File: src/jsu_pkg.sv
`default_nettype none
// ----------------------------------------------------------------------------
// jsu_pkg
// shared widths, codes and state type for the jacobi symbol unit
// ----------------------------------------------------------------------------
package jsu_pkg;

	localparam int JSU_W     = 32;
	localparam int JSU_CNT_W = $clog2(JSU_W);

	// n mod 8 residues for which (2/n) is -1
	localparam logic [2:0] MOD8_THREE = 3'd3;
	localparam logic [2:0] MOD8_FIVE  = 3'd5;

	// both operands 3 mod 4 flips the sign under reciprocity
	localparam logic [1:0] MOD4_THREE = 2'd3;

	// smallest legal modulus
	localparam logic [JSU_W-1:0] N_MIN = JSU_W'(3);

	// symbol encodings
	localparam logic [1:0] SYM_ZERO = 2'b00;
	localparam logic [1:0] SYM_POS  = 2'b01;
	localparam logic [1:0] SYM_NEG  = 2'b11;

	// status encodings
	localparam logic STAT_OK      = 1'b0;
	localparam logic STAT_INVALID = 1'b1;

	typedef enum logic [1:0] {
		ST_IDLE,
		ST_CHECK,
		ST_DIV,
		ST_OUT
	} jsu_state_t;

	typedef struct packed {
		logic busy;
		logic done;
	} jsu_rem_stat_t;

endpackage

`default_nettype wire

File: src/jsu_rem_unit.sv
`default_nettype none
// ----------------------------------------------------------------------------
// jsu_rem_unit
// restoring remainder unit, one quotient bit per cycle
// ----------------------------------------------------------------------------
module jsu_rem_unit (
	input  wire logic                       clk,
	input  wire logic                       arst_n,
	input  wire logic                       start,
	input  wire logic [jsu_pkg::JSU_W-1:0]  dividend,
	input  wire logic [jsu_pkg::JSU_W-1:0]  divisor,
	output jsu_pkg::jsu_rem_stat_t          rem_stat,
	output logic      [jsu_pkg::JSU_W-1:0]  remainder
);

	logic                            busy_q;
	logic                            done_q;
	logic [jsu_pkg::JSU_CNT_W-1:0]   cnt_q;
	logic [jsu_pkg::JSU_W-1:0]       rem_q;
	logic [jsu_pkg::JSU_W-1:0]       dvd_q;
	logic [jsu_pkg::JSU_W-1:0]       dvs_q;
	logic [jsu_pkg::JSU_W:0]         shifted;
	logic [jsu_pkg::JSU_W:0]         diff;
	logic [jsu_pkg::JSU_W-1:0]       rem_next;

	// partial remainder stays below the divisor, so one extra bit is enough
	always_comb begin
		shifted  = {rem_q, dvd_q[jsu_pkg::JSU_W-1]};
		diff     = shifted - {1'b0, dvs_q};
		rem_next = diff[jsu_pkg::JSU_W] ? shifted[jsu_pkg::JSU_W-1:0]
		                                : diff[jsu_pkg::JSU_W-1:0];
	end

	always_ff @(posedge clk or negedge arst_n) begin
		if (!arst_n) begin
			busy_q <= 1'b0;
			done_q <= 1'b0;
			cnt_q  <= '0;
		end else begin
			done_q <= 1'b0;
			if (start && !busy_q) begin
				busy_q <= 1'b1;
				cnt_q  <= jsu_pkg::JSU_CNT_W'(jsu_pkg::JSU_W - 1);
			end else if (busy_q) begin
				cnt_q <= cnt_q - 1'b1;
				if (cnt_q == '0) begin
					busy_q <= 1'b0;
					done_q <= 1'b1;
				end
			end
		end
	end

	always_ff @(posedge clk) begin
		if (start && !busy_q) begin
			rem_q <= '0;
			dvd_q <= dividend;
			dvs_q <= divisor;
		end else if (busy_q) begin
			rem_q <= rem_next;
			dvd_q <= {dvd_q[jsu_pkg::JSU_W-2:0], 1'b0};
		end
	end

	assign rem_stat.busy = busy_q;
	assign rem_stat.done = done_q;
	assign remainder     = rem_q;

endmodule

`default_nettype wire

File: src/jacobi_symbol_unit.sv
`default_nettype none
// ----------------------------------------------------------------------------
// jacobi_symbol_unit
// computes the jacobi symbol (a/n) with a binary-euclid sequencer
// ----------------------------------------------------------------------------
// usage
//   input channel: a_value and n_value, a transaction completes when in_valid
//   is high and in_stall is low. in_stall stays high from the cycle after a
//   transaction until its result has been moved into the output register.
//   output channel: symbol (-1, 0, 1 as 2-bit two's complement) and status
//   (1 marks invalid input, symbol then 0), held while out_stall is high.
// sequence
//   invalid inputs: from the check state straight to the output state.
//   valid inputs: a check step per factor of two removed from a, and per
//   reduction step a swap in the check state, then the divide state while the
//   remainder unit runs at one quotient bit per cycle, until its done strobe.
//   the number of reduction steps follows the euclid chain of (a, n).
//   one item is in work at a time; the next input transaction can come in the
//   cycle after the result enters the output register.
// reset
//   arst_n clears the sequencer, the remainder unit and out_valid.
// stall
//   a finished result waits in the sequencer until the output register is
//   free; while it waits, the next input transaction is blocked.
// ----------------------------------------------------------------------------
module jacobi_symbol_unit (
	input  wire logic                              clk,
	input  wire logic                              arst_n,
	// input channel
	input  wire logic                              in_valid,
	output logic                                   in_stall,
	input  wire logic signed [jsu_pkg::JSU_W-1:0]  a_value,
	input  wire logic signed [jsu_pkg::JSU_W-1:0]  n_value,
	// output channel
	output logic                                   out_valid,
	input  wire logic                              out_stall,
	output logic signed [1:0]                      symbol,
	output logic                                   status
);

	// sequencer state
	jsu_pkg::jsu_state_t               state_q;
	jsu_pkg::jsu_state_t               state_nxt;

	// operand registers and running sign
	logic [jsu_pkg::JSU_W-1:0]         a_q;
	logic [jsu_pkg::JSU_W-1:0]         n_q;
	logic                              neg_q;
	logic                              bad_q;

	// result waiting for the output register
	logic [1:0]                        res_sym_q;
	logic                              res_stat_q;

	// output register
	logic                              out_valid_q;
	logic [1:0]                        out_sym_q;
	logic                              out_stat_q;

	// remainder unit hookup
	logic                              rem_start;
	jsu_pkg::jsu_rem_stat_t            rem_stat;
	logic [jsu_pkg::JSU_W-1:0]         rem_val;

	// control decodes
	logic                              in_take;
	logic                              out_free;
	logic                              in_bad;
	logic [jsu_pkg::JSU_W-1:0]         a_in;
	logic [jsu_pkg::JSU_W-1:0]         n_in;
	logic                              flip_two;
	logic                              flip_recip;

	assign in_take  = in_valid && !in_stall;
	assign out_free = !out_valid_q || !out_stall;
	assign a_in     = a_value;
	assign n_in     = n_value;

	// input checks: n negative, below 3, even; a negative or not below n
	assign in_bad = n_in[jsu_pkg::JSU_W-1] || (n_in < jsu_pkg::N_MIN) || !n_in[0] ||
	                a_in[jsu_pkg::JSU_W-1] || (a_in >= n_in);

	// (2/n) is -1 for n = 3 or 5 mod 8
	assign flip_two = (n_q[2:0] == jsu_pkg::MOD8_THREE) ||
	                  (n_q[2:0] == jsu_pkg::MOD8_FIVE);

	// reciprocity: both odd operands 3 mod 4
	assign flip_recip = (a_q[1:0] == jsu_pkg::MOD4_THREE) &&
	                    (n_q[1:0] == jsu_pkg::MOD4_THREE);

	jsu_rem_unit u_rem (
		.clk       (clk),
		.arst_n    (arst_n),
		.start     (rem_start),
		.dividend  (n_q),
		.divisor   (a_q),
		.rem_stat  (rem_stat),
		.remainder (rem_val)
	);

	always_ff @(posedge clk or negedge arst_n) begin
		if (!arst_n) begin
			state_q <= jsu_pkg::ST_IDLE;
		end else begin
			state_q <= state_nxt;
		end
	end

	// next state and strobes
	always_comb begin
		state_nxt = state_q;
		in_stall  = 1'b1;
		rem_start = 1'b0;
		unique case (state_q)
			jsu_pkg::ST_IDLE: begin
				in_stall = 1'b0;
				if (in_valid) begin
					state_nxt = jsu_pkg::ST_CHECK;
				end
			end
			jsu_pkg::ST_CHECK: begin
				if (bad_q || a_q == '0) begin
					state_nxt = jsu_pkg::ST_OUT;
				end else if (a_q[0]) begin
					// odd a: swap operands and reduce the new a modulo the new n
					rem_start = 1'b1;
					state_nxt = jsu_pkg::ST_DIV;
				end
			end
			jsu_pkg::ST_DIV: begin
				if (rem_stat.done) begin
					state_nxt = jsu_pkg::ST_CHECK;
				end
			end
			jsu_pkg::ST_OUT: begin
				if (out_free) begin
					state_nxt = jsu_pkg::ST_IDLE;
				end
			end
			default: begin
				state_nxt = jsu_pkg::ST_IDLE;
			end
		endcase
	end

	// operand datapath
	always_ff @(posedge clk) begin
		if (in_take) begin
			a_q   <= a_in;
			n_q   <= n_in;
			bad_q <= in_bad;
			neg_q <= 1'b0;
		end else if (state_q == jsu_pkg::ST_CHECK) begin
			if (bad_q) begin
				res_sym_q  <= jsu_pkg::SYM_ZERO;
				res_stat_q <= jsu_pkg::STAT_INVALID;
			end else if (a_q == '0) begin
				// loop done: symbol is the sign when n reached 1, else gcd > 1
				res_stat_q <= jsu_pkg::STAT_OK;
				if (n_q == jsu_pkg::JSU_W'(1)) begin
					res_sym_q <= neg_q ? jsu_pkg::SYM_NEG : jsu_pkg::SYM_POS;
				end else begin
					res_sym_q <= jsu_pkg::SYM_ZERO;
				end
			end else if (!a_q[0]) begin
				// strip one factor of two
				a_q <= {1'b0, a_q[jsu_pkg::JSU_W-1:1]};
				if (flip_two) begin
					neg_q <= !neg_q;
				end
			end else begin
				// swap; the remainder unit latches the old values at this same edge
				n_q <= a_q;
				if (flip_recip) begin
					neg_q <= !neg_q;
				end
			end
		end else if (state_q == jsu_pkg::ST_DIV && rem_stat.done) begin
			a_q <= rem_val;
		end
	end

	// output register
	always_ff @(posedge clk or negedge arst_n) begin
		if (!arst_n) begin
			out_valid_q <= 1'b0;
		end else if (state_q == jsu_pkg::ST_OUT && out_free) begin
			out_valid_q <= 1'b1;
		end else if (!out_stall) begin
			out_valid_q <= 1'b0;
		end
	end

	always_ff @(posedge clk) begin
		if (state_q == jsu_pkg::ST_OUT && out_free) begin
			out_sym_q  <= res_sym_q;
			out_stat_q <= res_stat_q;
		end
	end

	assign out_valid = out_valid_q;
	assign symbol    = out_sym_q;
	assign status    = out_stat_q;

endmodule

`default_nettype wire

File: config.mk
export PLATFORM = sky130hd
export DESIGN_NAME = jacobi_symbol_unit
export DESIGN_NICKNAME = d
export VERILOG_FILES = /design/src/jsu_pkg.sv /design/src/jsu_rem_unit.sv /design/src/jacobi_symbol_unit.sv
export SDC_FILE = /design/constraint.sdc
export NUM_CORES = 1
export LEC_CHECK = 0
export BUFFER_PORTS_ARGS = -buffer_cell sky130_fd_sc_hd__buf_2
export CORE_MARGIN = 1.5
export CORE_UTILIZATION = 61
export DETAILED_ROUTE_END_ITERATION = 6
export HOLD_SLACK_MARGIN = 0.06
export PLACE_DENSITY = 0.8
export SYNTH_ARGS = -nofsm -noshare
export SYNTH_HDL_FRONTEND = slang
export SYNTH_SLANG_ARGS = --single-unit
export TNS_END_PERCENT = 1
File: constraint.sdc
create_clock -name clk -period 9.4 [get_ports clk]
set_clock_uncertainty 0.2 [all_clocks]
set_input_delay 1.88 -clock clk [delete_from_list [all_inputs] [get_ports clk]]
set_output_delay 1.88 -clock clk [all_outputs]
set_load 0.01 [all_outputs]
# ---- Yosys cells after proc, flatten, opt, wreduce, memory -nomap -nowiden
# Cells that the tools add are included.
dict set report totals {
  ff_bits 178
  in_bits 68
  out_inout_bits 5
}
dict set report classes {
  n_bitwise 3
  reduce_logical 32
  n_eq_ne 19
  muxes 41
  add_sub_neg 2
  n_lt_le_gt_ge 2
}
# operator n
set ops {}
lappend ops {{32-bit 2-to-1 mux} 14}
lappend ops {{33-bit by 32-bit subtractor with 33-bit output} 1}
lappend ops {{32-bit by 1-bit equality test with 1-bit output (second input constant)} 1}
lappend ops {{32-bit >= comparator} 1}
lappend ops {{32-bit zero test} 1}
lappend ops {{32-bit by 2-bit less-than comparator with 1-bit output (second input constant)} 1}
lappend ops {{1-bit 2-to-1 mux} 16}
lappend ops {{2-bit 2-to-1 mux} 8}
lappend ops {{3-bit != test (second input constant)} 4}
lappend ops {{4-bit AND reduction} 3}
lappend ops {{5-bit 2-to-1 mux} 2}
lappend ops {{2-bit nonzero test} 5}
lappend ops {{2-bit equality test (second input constant)} 4}
lappend ops {{2-bit by 1-bit != test with 1-bit output (second input constant)} 4}
lappend ops {{2-bit one-hot mux with 4 select lines} 1}
lappend ops {{1-bit logical OR} 7}
lappend ops {{2-bit != test (second input constant)} 3}
lappend ops {{3-bit AND reduction} 2}
lappend ops {{1-bit logical AND} 5}
lappend ops {{1-bit zero test} 5}
lappend ops {{5-bit zero test} 1}
lappend ops {{5-bit AND reduction} 1}
lappend ops {{5-bit by 1-bit subtractor with 5-bit output (second input constant)} 1}
lappend ops {{3-bit by 2-bit equality test with 1-bit output (second input constant)} 1}
lappend ops {{5 further kinds} 7}

# ---- Depth between registers and ports, before layout
# Gate-level depths: netlist of run 1.
dict set report logic_depth {
  word_depth 6
  ltp_mapped 13
}

# ---- Modules after synthesis
# Synthesis of run 1 repeated with hierarchy kept, for this count alone.
dict set report unflattened {
  cells_unflattened 983
  area_unflattened_um2 10341.2
}
# mod cells_per_inst area_each_um2 n_inst seq_area_each_um2
set modules_own_cells {}
lappend modules_own_cells {jsu_rem_unit 544 5760.5 1 2737.6}
lappend modules_own_cells {jacobi_symbol_unit 439 4580.6 1 2227.1}

# ---- Least setup slack after synthesis of run 1
# OpenSTA, ideal clock, no wires.
dict set report synth_timing {
  path_type {input to register}
  from {in in_valid}
  to {reg a_q[10] (netlist bit) (enable)}
  path_slack_ps 4143
  t_arrival_ps 4591
  path_buffers 0
  cell_stages 5
  cell_sequence {inv_1 -> nor2_1 -> a211oi_1 -> a21oi_1 -> a21boi_0}
}
dict set report synth_via {
  elab_chain_len 3
}
# item line
set synth_lines {}
lappend synth_lines {{start, declared} jacobi_symbol_unit.sv:30} ;# input wire logic in_valid,
lappend synth_lines {{1-bit logical AND *} jacobi_symbol_unit.sv:74} ;# assign in_take = in_valid && !in_stall;
lappend synth_lines {{3-bit != test (no source line) or 3-bit nonzero test (tied branches)} n/a}
lappend synth_lines {{4-bit AND reduction (no source line) *} n/a}
lappend synth_lines {{end signal, assigned} jacobi_symbol_unit.sv:149} ;# a_q <= a_in;
lappend synth_lines {{end signal, assigned} jacobi_symbol_unit.sv:167} ;# a_q <= {1'b0, a_q[jsu_pkg::JSU_W-1:1]};
lappend synth_lines {{end signal, assigned} jacobi_symbol_unit.sv:179} ;# a_q <= rem_val;
lappend synth_lines {{end, declared} jacobi_symbol_unit.sv:46} ;# logic [jsu_pkg::JSU_W-1:0] a_q;
# Mark *: on every way between the ends. The rest lies on a longest branch, timed or not.
# A chain may end at the register's enable or synchronous reset.

# ---- Final worst setup path of run 1
dict set report layout_timing {
  from {reg u_rem.dvd_q[31] (netlist bit)}
  to {reg u_rem.rem_q (netlist bit u_rem.remainder[27])}
}
dict set report layout_via {
  elab_chain_len 2
}
# item line
set layout_lines {}
lappend layout_lines {{start, declared} jsu_rem_unit.sv:20} ;# logic [jsu_pkg::JSU_W-1:0] dvd_q;
lappend layout_lines {{start signal, assigned} jsu_rem_unit.sv:57} ;# dvd_q <= dividend;
lappend layout_lines {{start signal, assigned} jsu_rem_unit.sv:61} ;# dvd_q <= {dvd_q[jsu_pkg::JSU_W-2:0], 1'b0};
lappend layout_lines {{33-bit by 32-bit subtractor with 33-bit output} jsu_rem_unit.sv:29} ;# diff = shifted - {1'b0, dvs_q};
lappend layout_lines {{32-bit 2-to-1 mux} jsu_rem_unit.sv:30} ;# rem_next = diff[jsu_pkg::JSU_W] ? shifted[jsu_pkg::JSU_W-1:0]
lappend layout_lines {{end signal, assigned} jsu_rem_unit.sv:60} ;# rem_q <= rem_next;
lappend layout_lines {{end, declared} jsu_rem_unit.sv:19} ;# logic [jsu_pkg::JSU_W-1:0] rem_q;
# No other way between the ends.

==> results of run 1 <==
-- power groups by stage --
stage,logic [uW],clock network [uW],registers (uW)
2_1_floorplan,1330,0,1470
3_3_place_gp,1650,0,1580
3_5_place_dp,1700,0,1590
4_1_cts,1720,747,1580
5_1_grt,1910,777,1620
6_report,1740,745,1590
-- cell usage in the layout, fill, tap and decap left out, types with 21 or more instances in the layout --
cell type | Yosys | layout
nand4_1 | 29 | 29
buf_2 | 5 | 72
a21oi_1 | 72 | 72
ha_1 | 66 | 66
o21ai_0 | 54 | 53
edfxtp_1 | 135 | 135
nor4_1 | 21 | 21
nor3b_1 | 33 | 33
inv_1 | 86 | 86
o211ai_1 | 22 | 22
a21o_1 | 30 | 30
mux2_2 | 62 | 62
nor2_1 | 33 | 31
dfxtp_1 | 33 | 33
nand2_1 | 94 | 94
-- cell type report --
class / count / area [um2]
fillers: 1235 / 5077
multi-input cells: 691 / 4966
clock buffers: 17 / 425.4
repair buffers: 81 / 427.9
flip-flops and latches: 178 / 4965
well taps: 220 / 275.3
clock inverters: 15 / 182.7
inverters: 86 / 322.8
-- kinds of logic (layout without fill, tap and decap cells) --
family                   Yosys count  in the layout  share of synthesized area
AO/OA/AOI/OAI                    249            249                     0.1559
XOR/XNOR                          28             28                    0.02355
adder cells (fa/ha/maj)           67             67                    0.08123
buffers and inverters            132            199                    0.04927
flip-flops                       178            178                     0.4768
multiplexers                      66             66                    0.07090
AND/OR/NAND/NOR                  281            281                     0.1424
-- cell usage after synthesis, types with 18 or more instances --
| cell type | n |
|---|---|
| nor4_1 | 21 |
| o211ai_1 | 22 |
| o21ai_0 | 54 |
| ha_1 | 66 |
| mux2_2 | 62 |
| dfxtp_1 | 33 |
| a21o_1 | 30 |
| nor2_1 | 33 |
| a21oi_1 | 72 |
| nand2_1 | 94 |
| clkbuf_1 | 36 |
| nor3b_1 | 33 |
| inv_1 | 86 |
| xnor2_1 | 18 |
| edfxtp_1 | 135 |
| nand4_1 | 29 |
-- flip-flops by register name, indices dropped and copies added (netlist names), 5 cells and up --
register / cells
u_rem.dvd_q: 32
u_rem.dvs_q: 32
u_rem.remainder: 32
u_rem.cnt_q: 5
a_q: 32
n_q: 32
-- routing by layer --
metal / vias up / wire, um / share of wire
met5: - / 0 / 0
met4: 0 / 756 / 0.028
met3: 62 / 2589 / 0.097
met2: 440 / 12390 / 0.47
met1: 3897 / 10850 / 0.41
li1: 3828 / - / -
-- stage by stage --
stage	std cells	power [uW]	worst slack [ps]	area [um2]	hold slack, ps
after detailed placement	1256	3291	5187	10960	204.5
after floorplan	1001	2805	4143	10410	200.3
after global routing	1288	4307	5055	11560	225.0
final	1288	4072	5301	11560	223.0
after CTS	1288	4052	5366	11560	219.8
after global placement	1256	3232	5238	10960	204.3
-- how the worst max path moves through the flow --
| stage | to | slack (ps) | cells past startpoint |
|---|---|---|---|
| 2_1_floorplan | a_q[10] | 4140 | 5 |
| 3_3_place_gp | bad_q | 5240 | 10 |
| 3_5_place_dp | bad_q | 5190 | 11 |
| 4_1_cts | u_rem.remainder[27] | 5370 | 11 |
| 5_1_grt | u_rem.remainder[27] | 5050 | 11 |
| 6_report | u_rem.remainder[27] | 5300 | 11 |
-- worst max-delay path: cells and delay by family (launching register included) --
family,cells,cell delay (ps)
DFF,1,410
AOI/OAI and AO/OA,5,1390
buffers and inverters,1,100
adders and majority gates,2,400
and+or+nand+nor,3,1480
==> results.json, run 1 <==
{
  "status": "finished, final reports clean",
  "p_leak_uw": 0.004624,
  "setup_viol": 0,
  "vias": 8227,
  "ys_seq_elements": 178,
  "power_frac_seq": 0.391,
  "clockBufferDepth": 2,
  "crit_arrival_ps": 4240,
  "hold_buffers": 0,
  "yosysWarnings": 0,
  "syn_area_um2": 10410,
  "worst-path-max-fanout": 24,
  "grtUsageMet2": 0.4778,
  "grt_pass1_wl_um": 41900,
  "drv_slew": 0,
  "synth-edff-count": 135,
  "holdPathEnd": "symbol[0]",
  "max_cap_viol_count": 0,
  "min_from": "res_sym_q[0]",
  "htreeDepth": 4,
  "drtAntennaViolNets": 0,
  "clkTransAtPathRegs_ps": 70,
  "fin_crit_ps": 4099,
  "fin_util": 0.6949,
  "synth_top_area_cell": "edfxtp_1",
  "drive_above_1_share": 0.1807,
  "swShare": 0.3981,
  "initial_utilization": 0.6257,
  "dieArea_um2": 17860,
  "hold_viol": 0,
  "synth_cells": 1001,
  "critPathMaxStageDelay_ps": 860,
  "regToRegEndpoint": "u_rem.remainder[27]",
  "timing.rr.start": "u_rem.dvd_q[31]",
  "clockRootBuffer": "clkbuf_16",
  "cts_made_buffers": 17,
  "cp_cell_sequence": "inv_1, ha_1, fa_1, nand2b_1, a21o_1, a21oi_1, a211o_2, a211oi_4, or3_1, nand3_2, o221ai_1",
  "vias_per_cell": 6.387,
  "pwr-share-clk": 0.183,
  "synth.avg_cell_area_um2": 10.40,
  "power.switching_uw": 1621,
  "gr-total-overflow": 0,
  "cp-end-kind": "register",
  "synth_top_area_frac": 0.3893,
  "fin_crit_sh": 0.4361,
  "clk_latency_ps": 440,
  "vdd_drop_max_v": 0.0002279,
  "nNetsFinal": 1190,
  "io_pins": 73,
  "dr.pass1.iters": 6,
  "cts_resized": 0,
  "wl_um": 26580,
  "io_buffers": 72,
  "yosys-top-cells-area": "edfxtp_1 39%, ha_1 7.9%, mux2_2 6.7%",
  "r2r_cells": 11,
  "startpoint": "u_rem.dvd_q[31]",
  "area_growth_pct": 11.07,
  "synth_cell_types": 70,
  "ys.flop_type": "edfxtp_1",
  "synth_nets": 1136,
  "p_per_area_nw_per_um2": 352.1,
  "rows": 47,
  "grt_max_degree": 98,
  "antenna_found_initial": 0,
  "intPower_uw": 2451,
  "core_um2": 16640,
  "diodes": 0,
  "grt.busiest_layer": "met2",
  "crit_slowest_cell": "or3_1",
  "hold_path.class": "register to register",
  "setup_tns_ps": 0,
  "crit_required_ps": 9540,
  "fmax_mhz": 244.0,
  "rsz0062_at_grt": "no",
  "synthArstFlopShare": 0.05618,
  "gr-usage-met3": 0.05708,
  "grtUsageTotal": 0.3076,
  "path_class": "register to register",
  "place_hpwl_um": 18600,
  "drt_iter0_markers": 900,
  "tightestPinTransition_ps": 1218,
  "ys_seq_area_frac": 0.4768,
  "worst_slew_margin_rel": 0.1883,
  "die_w_um": 133.7,
  "die_h_um": 133.7,
  "worst-r2r-setup-slack_ps": 5300,
  "cts_tree": "built",
  "grt_pass1_vias": 7721,
  "cts_setup_buffers": 0,
  "cp-start-kind": "register",
  "hold_depth": 0,
  "drcViolationCount": 0,
  "clock-sinks": 178,
  "grt_use_met1": 0.4325,
  "routedWlPerCell_um": 20.64,
  "comb_power_share": 0.426,
  "place.gp.congestion": 0.9653
}
Power figures use the tool's default switching activity.
==> run 2, diff against run 1 <==
==> constraint.sdc (replaced) <==
create_clock -name clk -period 4 [get_ports clk]
set_clock_uncertainty 0.2 [all_clocks]
set_input_delay 0.8 -clock clk [delete_from_list [all_inputs] [get_ports clk]]
set_output_delay 0.8 -clock clk [all_outputs]
set_load 0.01 [all_outputs]
==> run 2 against run 1 <==
Against the previous run: global-route usage increased by 0.27 points; critical path type unchanged; worst setup slack lost 4900 ps; sequential cell count did not move; first-iteration DRC count shrank 6.6%; routed wire length is 1.5% higher; critical endpoint is now u_rem.remainder[25]; worst hold slack gained 1.8 ps; sequential power grew 140%; highest routed layer unchanged; clock power is 130% higher; final cell count up 0.54%; fmax grew 14%.
==> results.json, run 2 (synthesis results as in run 1) <==
{
  "status": "finished, final reports clean",
  "clkTransAtPathRegs_ps": 70,
  "rows": 47,
  "die_w_um": 133.7,
  "die_h_um": 133.7,
  "antenna_found_initial": 1,
  "drv_slew": 0,
  "regToRegEndpoint": "u_rem.remainder[25]",
  "initial_utilization": 0.6257,
  "grt_pass1_wl_um": 42240,
  "wl_um": 26980,
  "critical_path.top_delay_family": "compound AO/OA/AOI/OAI gates",
  "io_pins": 73,
  "final_cell_mix": "135 x edfxtp_1, 94 x nand2_1, 86 x inv_1",
  "cp_cell_sequence": "inv_1, ha_1, fa_1, nand2b_1, a21o_1, a21oi_1, a211o_2, a211oi_4, or3_1, nand3_2, o221ai_1",
  "comb_power_share": 0.430,
  "vdd_drop_max_v": 0.0004782,
  "grtUsageMet2": 0.5078,
  "intPower_uw": 5790,
  "hold_depth": 0,
  "r2r_cells": 11,
  "clock-sinks": 178,
  "crit_slowest_cell": "or3_1",
  "drcViolationCount": 0,
  "gr-usage-met3": 0.06925,
  "multi_input_area_um2": 4966,
  "cts_made_buffers": 17,
  "setup_viol": 0,
  "min_from": "res_sym_q[1]",
  "pwr-share-clk": 0.180,
  "clk_latency_ps": 430,
  "tightestPinTransition_ps": 950.0,
  "drt_iter0_markers": 841,
  "diodes": 0,
  "setup_tns_ps": 0,
  "swShare": 0.3986,
  "drive_above_1_share": 0.1833,
  "vias_per_cell": 6.385,
  "htreeDepth": 4,
  "seq_area_um2": 4965,
  "hold_viol": 0,
  "grt_max_degree": 63,
  "crit_arrival_ps": 3750,
  "power_frac_seq": 0.389,
  "power.switching_uw": 3837,
  "cp-end-kind": "register",
  "clockRootBuffer": "clkbuf_16",
  "grt_pass1_vias": 7944,
  "p_per_area_nw_per_um2": 827.4,
  "routedWlPerCell_um": 20.84,
  "grt_use_met1": 0.4117,
  "final_common_cell": "edfxtp_1",
  "cts_tree": "built",
  "worst-path-max-fanout": 16,
  "vias": 8268,
  "critPathMaxStageDelay_ps": 620,
  "drtAntennaViolNets": 0,
  "finalHoldWorstSlack_ps": 224.8,
  "grtUsageTotal": 0.3103,
  "dieArea_um2": 17860,
  "nNetsFinal": 1197,
  "gr-total-overflow": 0,
  "io_buffers": 72,
  "area_growth_pct": 11.75,
  "place.gp.congestion": 0.8963,
  "path_buf_inv": 1,
  "rsz0062_at_grt": "no",
  "path_class": "register to register",
  "fin_crit_ps": 3602,
  "cp-start-kind": "register",
  "p_leak_uw": 0.004661,
  "fin_crit_sh": 0.9006,
  "place_hpwl_um": 19430,
  "holdPathEnd": "symbol[1]",
  "hold_path.class": "register to register",
  "cts_resized": 0,
  "grt.busiest_layer": "met2",
  "max_cap_viol_count": 0,
  "hold_buffers": 1,
  "worst-r2r-setup-slack_ps": 400,
  "cts_setup_buffers": 0,
  "worst_slew_margin_rel": 0.3608,
  "clockBufferDepth": 2,
  "fmax_mhz": 277.6,
  "fillers": 1213,
  "dr.pass1.iters": 5,
  "crit_required_ps": 4140,
  "core_um2": 16640,
  "timing.rr.start": "u_rem.dvd_q[31]"
}
-- run 2: changes by cell type in the layout (fill, tap and decap cells not counted), sizes merged --
cell,before,now
clkinv,6,2
clkbuf,17,24
inv,90,89
bufinv,3,1
buf,81,87
dlygate4sd3,0,1
-- run 2: power groups by stage --
stage	clock, uW	combinational [uW]	sequential [uW]
6_report	1740	4140	3750
4_1_cts	1730	4100	3730
3_5_place_dp	0	4040	3760
2_1_floorplan	0	3130	3450
5_1_grt	1810	4530	3820
3_3_place_gp	0	3930	3720
-- run 2: area by class of cell --
type,instances,area share
Multi-Input combinational cell,691,0.4268
Timing Repair Buffer,88,0.04258
Clock buffer,24,0.04516
Sequential cell,178,0.4267
Inverter,86,0.02774
Tap cell,220,0.02366
Clock inverter,8,0.007419
-- run 2: how the worst max path moves through the flow --
stage | start | end | cells past startpoint
2_1_floorplan | state_q[1] | n_q[0] | 3
4_1_cts | u_rem.dvd_q[31] | u_rem.remainder[15] | 12
3_5_place_dp | u_rem.remainder[4] | u_rem.remainder[31] | 9
3_3_place_gp | u_rem.remainder[4] | u_rem.remainder[15] | 10
5_1_grt | u_rem.dvd_q[31] | u_rem.remainder[25] | 11
6_report | u_rem.dvd_q[31] | u_rem.remainder[25] | 11
-- run 2: worst register-to-register path: stages (launching register included) --
cell and delay, ps:
edfxtp_1 360, inv_1 90, ha_1 220, fa_1 230, nand2b_1 140, a21o_1 150
a21oi_1 90, a211o_2 420, a211oi_4 330, or3_1 620, nand3_2 390, o221ai_1 280
-- run 2: per-stage QoR --
stage,cells,instance area (um2),utilization,setup WS (ps),power (uW)
2_1_floorplan,1001,10410,-,184.3,6586
3_3_place_gp,1262,11010,0.6618,596.9,7658
3_5_place_dp,1262,11010,0.6618,513.7,7796
4_1_cts,1295,11640,0.6992,499.6,9566
5_1_grt,1295,11640,0.6992,207.1,10160
6_report,1295,11640,0.6992,397.7,9628
-- run 2: per-layer routing --
metal  share of wire  wire length, um  up-vias
li1                -                -     3844
met3           0.082             2201       64
met2            0.48            13000      384
met5               0                0        -
met4           0.028              743        0
met1            0.41            11040     3976
==> run 3, diff against run 2 <==
--- a/config.mk
+++ b/config.mk
@@ -11,6 +11,7 @@
 export DETAILED_ROUTE_END_ITERATION = 6
 export HOLD_SLACK_MARGIN = 0.06
 export PLACE_DENSITY = 0.8
+export SETUP_SLACK_MARGIN = 0.1
 export SYNTH_ARGS = -nofsm -noshare
 export SYNTH_HDL_FRONTEND = slang
 export SYNTH_SLANG_ARGS = --single-unit
==> constraint.sdc (replaced) <==
create_clock -name clk -period 4.5 [get_ports clk]
set_clock_uncertainty 0.2 [all_clocks]
set_input_delay 0.9 -clock clk [delete_from_list [all_inputs] [get_ports clk]]
set_output_delay 0.9 -clock clk [all_outputs]
set_load 0.01 [all_outputs]
==> run 3 against run 2 <==
Against the previous run: clock-buffer cell count is 7 lower; utilization is 0.67 points lower; non-clock buffer count is 6 lower.
==> results.json, run 3 (synthesis results as in run 1) <==
{
  "place_hpwl_um": 19350,
  "timing.rr.start": "u_rem.dvs_q[5]",
  "clkTransAtPathRegs_ps": 70,
  "gr-total-overflow": 0,
  "vdd_drop_max_v": 0.0004943,
  "tightestPinTransition_ps": 945.7,
  "fin_crit_ps": 3817,
  "crit_slowest_cell": "or3_1",
  "io_pins": 73,
  "clock-sinks": 178,
  "power.switching_uw": 3435,
  "grtUsageTotal": 0.3048,
  "final_cell_mix": "135 x edfxtp_1, 94 x nand2_1, 86 x inv_1",
  "worst-r2r-setup-slack_ps": 680,
  "grt.busiest_layer": "met2",
  "io_buffers": 72,
  "post-place-ws_ps": 772.0,
  "cp-end-kind": "register",
  "pwr-share-clk": 0.168,
  "p_per_area_nw_per_um2": 729.5,
  "dieArea_um2": 17860,
  "clockBufferDepth": 2,
  "startpoint": "u_rem.dvs_q[5]",
  "area_growth_pct": 10.68,
  "drt_iter0_markers": 917,
  "place.gp.congestion": 0.9175,
  "cp-start-kind": "register",
  "rows": 47,
  "grt_pass1_wl_um": 41700,
  "drv_slew": 0,
  "power_frac_seq": 0.397,
  "grtUsageMet2": 0.5009,
  "setup_viol": 0,
  "drtAntennaViolNets": 0,
  "wl_um": 26670,
  "fmax_mhz": 262.0,
  "cp.depth": 10,
  "p_leak_uw": 0.004599,
  "setup_tns_ps": 0,
  "status": "finished, final reports clean",
  "dr.pass1.iters": 7,
  "hold_buffers": 0,
  "comb_power_share": 0.436,
  "worst_slew_margin_rel": 0.3696,
  "rsz0062_at_grt": "no",
  "r2r_cells": 10,
  "antenna_found_initial": 1,
  "critPathMaxStageDelay_ps": 790,
  "max_cap_viol_count": 0,
  "regToRegEndpoint": "u_rem.remainder[18]",
  "cts_tree": "built",
  "path_class": "register to register",
  "die_w_um": 133.7,
  "clockRootBuffer": "clkbuf_16",
  "hold_path.class": "input pin to asynchronous set/reset pin",
  "cp_cell_sequence": "inv_1, ha_1, a21o_1, a211oi_2, a21oi_1, a211o_2, a211oi_4, or3_1, nand3_2, o221ai_1",
  "hold_viol": 0,
  "drive_above_1_share": 0.1805,
  "vias": 8213,
  "core_um2": 16640,
  "die_h_um": 133.7,
  "cts_setup_buffers": 0,
  "cts_made_buffers": 17,
  "intPower_uw": 4973,
  "initial_utilization": 0.6257,
  "finalHoldWorstSlack_ps": 115.8,
  "grt_pass1_vias": 7785,
  "clk_latency_ps": 430,
  "fin_ws_ps": 682.9,
  "drcViolationCount": 0,
  "fillers": 1209,
  "diodes": 0,
  "swShare": 0.4085,
  "fin_crit_sh": 0.8483,
  "critical_path.top_delay_family": "compound AO/OA/AOI/OAI gates",
  "path_buf_inv": 1,
  "crit_required_ps": 4650,
  "grt_use_met1": 0.3937,
  "vias_per_cell": 6.372,
  "crit_arrival_ps": 3960,
  "cts_resized": 0,
  "nNetsFinal": 1191,
  "gr-usage-met3": 0.08181,
  "final_common_cell": "edfxtp_1",
  "worst-path-max-fanout": 24,
  "crit_end": "u_rem.remainder[18]",
  "grt_max_degree": 65,
  "htreeDepth": 4,
  "routedWlPerCell_um": 20.69
}
run 3: area by class of cell:
cell class | count | area, um2 | area share
well taps | 220 | 275.3 | 0.02388
clock buffers | 17 | 425.4 | 0.03691
inverters | 86 | 322.8 | 0.02801
repair buffers | 82 | 447.9 | 0.03887
flip-flops and latches | 178 | 4965 | 0.4308
clock inverters | 15 | 122.6 | 0.01064
multi-input cells | 691 | 4966 | 0.4309
run 3: how the worst min path moves through the flow:
stage / from / end / slack [ps]
2_1_floorplan: res_stat_q / status / 200
5_1_grt: arst_n / out_valid / 120
3_5_place_dp: res_sym_q[0] / symbol[0] / 200
3_3_place_gp: res_stat_q / status / 200
4_1_cts: arst_n / out_valid / 120
6_report: arst_n / out_valid / 120
run 3: routing by layer:
metal	wire length (um)	share of wire
met5	0	0
met3	2346	0.088
met1	10810	0.41
met2	12720	0.48
met4	786	0.029
run 3: power by group through the flow:
stage | combinational (uW) | sequential (uW) | clock (uW)
floorplan | 2780 | 3070 | 0
global placement | 3500 | 3300 | 0
detailed placement | 3590 | 3330 | 0
CTS | 3630 | 3310 | 1410
global route | 4020 | 3390 | 1470
finish | 3660 | 3330 | 1410
run 3: stage by stage:
| stage | instance area, um2 | cells | total power, uW | util |
|---|---|---|---|---|
| 2_1_floorplan | 10410 | 1001 | 5859 | - |
| 3_3_place_gp | 10980 | 1257 | 6803 | 0.6596 |
| 3_5_place_dp | 10980 | 1257 | 6920 | 0.6596 |
| 4_1_cts | 11520 | 1289 | 8348 | 0.6925 |
| 5_1_grt | 11520 | 1289 | 8884 | 0.6925 |
| 6_report | 11520 | 1289 | 8408 | 0.6925 |
